### config.mk
export PLATFORM = sky130hd
export DESIGN_NAME = tet_divider
export DESIGN_NICKNAME = d
export VERILOG_FILES = /design/src/sv/tet_pkg.sv /design/src/sv/tet_divider.sv
export SDC_FILE = /design/constraint.sdc
export NUM_CORES = 2
export LEC_CHECK = 0
export BUFFER_PORTS_ARGS = -buffer_cell sky130_fd_sc_hd__buf_2
export CORE_MARGIN = 2
export CORE_UTILIZATION = 25
export CTS_CLUSTER_SIZE = 20
export DETAILED_ROUTE_END_ITERATION = 8
export PLACE_DENSITY_LB_ADDON = 0.08
export SYNTH_ARGS = -nofsm -noshare
export SYNTH_HDL_FRONTEND = slang
export SYNTH_SLANG_ARGS = --single-unit
### constraint.sdc
create_clock -name clk -period 17.74 [get_ports clk]
set_clock_uncertainty 0.1 [all_clocks]
set_input_delay 1.774 -clock clk [delete_from_list [all_inputs] [get_ports clk]]
set_output_delay 1.774 -clock clk [all_outputs]
set_load 0.1 [all_outputs]
### src/sv/tet_pkg.sv
// shared types, constants and helpers for the thermal edge transfer block
`default_nettype none

package tet_pkg;

  // field widths
  localparam int TempW  = 16;
  localparam int CondW  = 16;
  localparam int HeatW  = 16;
  localparam int MassW  = 8;
  localparam int ThrW   = 16;
  localparam int ScaleW = 15;
  localparam int CfgW   = 16;
  localparam int XferW  = 32;

  // heat times mass product and the divide-by-255 reciprocal
  localparam int HmW     = HeatW + MassW;
  localparam int RecipW  = 17;
  localparam logic [RecipW-1:0] Recip255 = 17'd65793;
  localparam int RecipShift = 24;
  localparam logic [7:0] MassFull = 8'd255;

  // equilibrium divider geometry
  localparam int QuotW      = 32;
  localparam int DenW       = HeatW + 1;
  localparam int NumW       = TempW + 2 * HeatW;
  localparam int DivStages  = 8;
  localparam int StepsPerStage = QuotW / DivStages;

  // rate path
  localparam int RateProdW = 2 * TempW + CondW + ScaleW;
  localparam int RateShift = 16;
  localparam int MagW      = XferW - 1;

  // configuration register indexes
  typedef enum logic [0:0] {
    REG_ACTIVATION_THRESHOLD = 1'b0,
    REG_STEP_SCALE           = 1'b1
  } reg_index_t;

  // per-item flags that ride alongside the divider
  typedef struct packed {
    logic             positive;
    logic             active;
    logic [MagW-1:0]  rate;
  } side_t;

  // partial remainder and shifting numerator/quotient word
  typedef struct packed {
    logic [DenW-1:0]  rem;
    logic [QuotW-1:0] nq;
  } div_acc_t;

  // one restoring division step
  function automatic div_acc_t div_step(input div_acc_t a, input logic [DenW-1:0] d);
    logic [DenW:0] t;
    logic          take;
    div_acc_t      r;
    t    = {a.rem, a.nq[QuotW-1]};
    take = (t >= {1'b0, d});
    r.rem = take ? DenW'(t - {1'b0, d}) : t[DenW-1:0];
    r.nq  = {a.nq[QuotW-2:0], take};
    return r;
  endfunction

endpackage

`default_nettype wire

### src/sv/tet_divider.sv
// pipelined restoring divider for the equilibrium term, four quotient bits per stage
`default_nettype none

module tet_divider import tet_pkg::*; (
  input  wire logic             clk,
  input  wire logic             rst,
  input  wire logic             in_valid,
  output logic                  in_ready,
  input  wire logic [NumW-1:0]  num,
  input  wire logic [DenW-1:0]  den,
  input  wire side_t            in_side,
  output logic                  out_valid,
  input  wire logic             out_ready,
  output logic [QuotW-1:0]      quot,
  output side_t                 out_side
);

  logic [DivStages-1:0] v;
  logic [DivStages-1:0] en;
  div_acc_t             acc   [DivStages];
  logic [DenW-1:0]      den_q [DivStages];
  side_t                side_q[DivStages];

  // stage advances when empty or when the next one moves
  always_comb begin
    en[DivStages-1] = !v[DivStages-1] || out_ready;
    for (int s = DivStages - 2; s >= 0; s--) begin
      en[s] = !v[s] || en[s+1];
    end
  end

  assign in_ready = en[0];

  for (genvar s = 0; s < DivStages; s++) begin : g_stage
    div_acc_t        start;
    div_acc_t        work;
    logic [DenW-1:0] d;
    side_t           sd;
    logic            vin;

    // stage inputs: first stage starts from the high numerator bits
    if (s == 0) begin : g_first
      always_comb begin
        start.rem = DenW'(num[NumW-1:QuotW]);
        start.nq  = num[QuotW-1:0];
        d         = den;
        sd        = in_side;
        vin       = in_valid;
      end
    end else begin : g_next
      always_comb begin
        start = acc[s-1];
        d     = den_q[s-1];
        sd    = side_q[s-1];
        vin   = v[s-1];
      end
    end

    // four dependent subtract steps
    always_comb begin
      work = start;
      for (int i = 0; i < StepsPerStage; i++) begin
        work = div_step(work, d);
      end
    end

    always_ff @(posedge clk) begin
      if (rst) begin
        v[s] <= 1'b0;
      end else if (en[s]) begin
        v[s] <= vin;
      end
    end

    always_ff @(posedge clk) begin
      if (en[s] && vin) begin
        acc[s]    <= work;
        den_q[s]  <= d;
        side_q[s] <= sd;
      end
    end
  end

  assign out_valid = v[DivStages-1];
  assign quot      = acc[DivStages-1].nq;
  assign out_side  = side_q[DivStages-1];

endmodule

`default_nettype wire
# Yosys cells after proc, flatten, opt, wreduce, memory -nomap -nowiden
# Memories as Yosys holds them, arrays and structs flattened.
# Index checks and enable logic that the tools add are counted.
[totals]
inputBits = 102
mem_count = 3
word_cells = 147
out_inout_bits = 67
regBits = 8
mem_bits_rw = 792
[classes]
order_cmp = 32
n_mux = 48
add_sub_neg = 32
reduce_logical = 24
[mem_list]
columns = ["name", "depth", "width", "rd", "rd_clocked_by_memory_dff", "write_ports", "line", "source"]
rows = [
  ["acc", 8, 49, 8, 0, 8, "tet_divider.sv:20", "div_acc_t acc [DivStages];"],
  ["side_q", 8, 33, 8, 0, 8, "tet_divider.sv:22", "side_t side_q[DivStages];"],
  ["den_q", 8, 17, 7, 0, 8, "tet_divider.sv:21", "logic [DenW-1:0] den_q [DivStages];"],
]
[op_table]
columns = ["cell", "n"]
rows = [
  ["$ge A18 B17 Y1", 31],
  ["$mux W17", 32],
  ["$sub A17 B17 Y17", 32],
  ["$ge A17 B17 Y1", 1],
  ["$mux W1", 16],
  ["$logic_and A1 B1 Y1", 8],
  ["$logic_not A1 Y1", 8],
  ["$logic_or A1 B1 Y1", 8],
]

# Logic depth before layout (Yosys ltp)
[depth]
depth_word = 12
ltp_mapped = 55
depth_no_buf = 50

# Worst setup path before layout
# No wires, ideal clock.
[synth_timing]
path_kind = "input port to flip-flop"
from = "input den[1]"
to = "memory acc[0][48] in the netlist's numbering (data pin)"
required_ns = 17.379
path_stages = 51
arrival_ns = 11.501
path_buffers = 4
setup_slack_ns = 5.878
setup_ns = 0.261
path_cell_list = "inv_1 -> ha_1 -> nor2b_1 -> o31a_1 -> o41ai_2 -> o211ai_1 -> o21bai_1 -> a31oi_4 -> clkbuf_1 -> nor2_1 -> a21oi_1 -> inv_1 -> ha_1 -> and4_1 -> and2_1 -> and4_1 -> a211o_1 -> o21a_1 -> (+15 left out) -> o21ai_1 -> buf_2 -> nor2_1 -> a21oi_1 -> fa_1 -> a21o_1 -> a21oi_1 -> nand2b_1 -> a21oi_1 -> a21o_1 -> o221ai_1 -> o41ai_1 -> a21oi_1 -> o311a_1 -> clkbuf_1 -> or2_1 -> inv_2 -> a221o_1"
[synth_rtl]
columns = ["item", "line", "source"]
rows = [
  ["start: declaration", "tet_divider.sv:10", "input wire logic [DenW-1:0] den,"],
  ["end: declaration", "tet_divider.sv:20", ""],
]

==> metrics.yaml <==
grt:
  grt_pass1_wl_um: 252000
  grt_usage: 0.151
  grt_start_max_net_pins: 67
  antenna_found_initial: 13
  grt_pass1_vias: 39700
  overflow: 0
outcome:
  status: "finished clean"
sta:
  maxSlewHeadroom: 0.301
  slew_viol_final: 0
  hold_viol_final: 0
  worstMarginPinSlew_ns: 1.05
  rsz0062_at_grt: "false"
  clock.fmax_mhz: 72.4
  setup_violations: 0
  finalCriticalPeriod_ns: 13.82
  tns_ns: 0
  post-route-period-util: 0.779
cts:
  tritoncts: "done"
  clock_latency_ns: 0.75
  clock-sinks: 766
  holdBufCountCts: 0
  cts-htree-levels: 3
  cts.clk_slew.worst_paths_ns: 0.06
  root_buffer: "clkbuf_16"
  clockBufferDepth: 3
  cts_setup_buffers: 0
  numCtsBuffers: 96
  ctsResizeCount: 0
run:
  maxCapViolCount: 0
setup_path:
  cp_max_fo: 22
  cp-end-kind: "flop"
  slowest_delay_ns: 0.78
  path_common_cell: "o21ai_0"
  cp-start-kind: "flop"
  crit_type: "reg -> reg"
  crit_arrival_ns: 14.19
  required_ns: 18.11
  crit_slowest_cell: "nor3_4"
die:
  rows: 170
  start_util: 0.252
  die_x_um: 469
  pin_count: 169
  dieArea_um2: 220000
  coreArea_um2: 215000
  fp.dieH_um: 469
detailed_routing:
  vias: 39200
  drcViolationCount: 0
  dr.pass1.iters: 5
  drt_iter0_drc: 2429
  wl_per_cell_um: 20.4
  wirelength_um: 168000
  ant_nets: 0
  viasPerCell: 4.76
synth:
  syn_area_per_cell_um2: 10.6
  synth-edff-count: 758
  synth_top_area_cell: "edfxtp_1"
  ys_seq_area_frac: 0.424
  synth_ff_type: "edfxtp_1"
  async_reset_ff_frac: 0
  synth_top_area_share: 0.421
  ys_ff_latch: 766
  synth_common_cells: "edfxtp_1, ha_1, a21oi_1, inv_1, nor2_1"
  netlist_instances: 5119
  syn_nets: 5796
  ys_types: 96
  synth_most_common_cell: "edfxtp_1"
  yosys-top-cells-area: "edfxtp_1, ha_1, mux2_2"
  yosys_warnings: 0
  syn_area_um2: 54000
placement:
  dpl.hpwl_um: 132000
  portBuffers: 168
  gp_congestion: 0.850
worst_hold_path:
  hp-class: "reg -> reg"
final_layout:
  areaGrowthSynthToFinish_pct: 13.9
  drive_gt1_frac: 0.123
  final_nets: 5994
[cells by family after synthesis]
kind of cell / share of synthesized area
muxes: 0.0609
buffers and inverters: 0.0359
AOI/OAI and AO/OA: 0.160
xor gates and xnor gates: 0.0634
DFF: 0.424
and+or+nand+nor: 0.118
adders and majority gates: 0.138
[path summary, 6_finish.rpt]
check	startpoint	end	slack, ns	cells after the start
min	acc[1][20]$_DFFE_PP_	acc[1][73]$_DFFE_PP_	0.30	0
max reg2reg	den_q[2][1]$_DFFE_PP_	acc[0][186]$_DFFE_PP_	3.92	43
min reg2reg	acc[1][20]$_DFFE_PP_	acc[1][73]$_DFFE_PP_	0.30	0
max	den_q[2][1]$_DFFE_PP_	acc[0][186]$_DFFE_PP_	3.92	43
[sequential cells by signal, indices dropped and copies added, names as in the netlist]
register / cells
side_q: 264
den_q: 119
out_valid: 1
acc: 375
g_stage.vin: 7
[metal layers]
metal	GRT usage	wire length, um
met1	0.198	77600
met2	0.257	80000
met3	0.0215	5490
met4	0.0440	4740
met5	0	23
[cells in the final DEF (no fill, tap or decap), types with 97 or more instances in the layout]
cell,instances
a21o_1,158
a21oi_1,371
buf_2,168
clkbuf_16,97
edfxtp_1,758
ha_1,544
inv_1,353
mux2_2,233
nand2_1,306
nand3_1,97
nor2_1,314
nor3_1,111
o21ai_0,297
xnor2_1,234
xor2_1,157
[final cells by class]
class | instances | area (um2)
inverter | 367 | 1380
fill | 22300 | 153000
tap | 2838 | 3550
clock buffer | 109 | 2470
timing repair buffer | 205 | 1120
multi-input combinational | 3881 | 29300
sequential | 766 | 22900
clock inverter | 68 | 791
antenna | 4 | 10.0
[per-stage QoR]
step                setup WS [ns]  cell area, um2  hold WS, ns  cells  utilization
global route                 2.78           61500        0.299   8236        0.287
detailed placement           3.66           58200        0.305   8057        0.271
global placement             3.71           58200        0.301   8057        0.271
floorplan                    5.88           54000        0.300   5119            -
CTS                          3.83           61500        0.297   8234        0.287
finish                       3.92           61500        0.296   8238        0.287
[worst max-delay path: cells and delay by family (launching register included)]
family,cells,cell delay [ns]
AND/OR/NAND/NOR,8,1.94
adder cells (fa/ha/maj),4,1.67
flip-flops,1,0.62
multiplexers,1,0.44
AO/OA/AOI/OAI,26,7.63
buffers and inverters,4,1.08
Power is left out: the tool's default activity adds up to more than one toggle a clock period on the data nets, which glitch-free logic cannot reach.
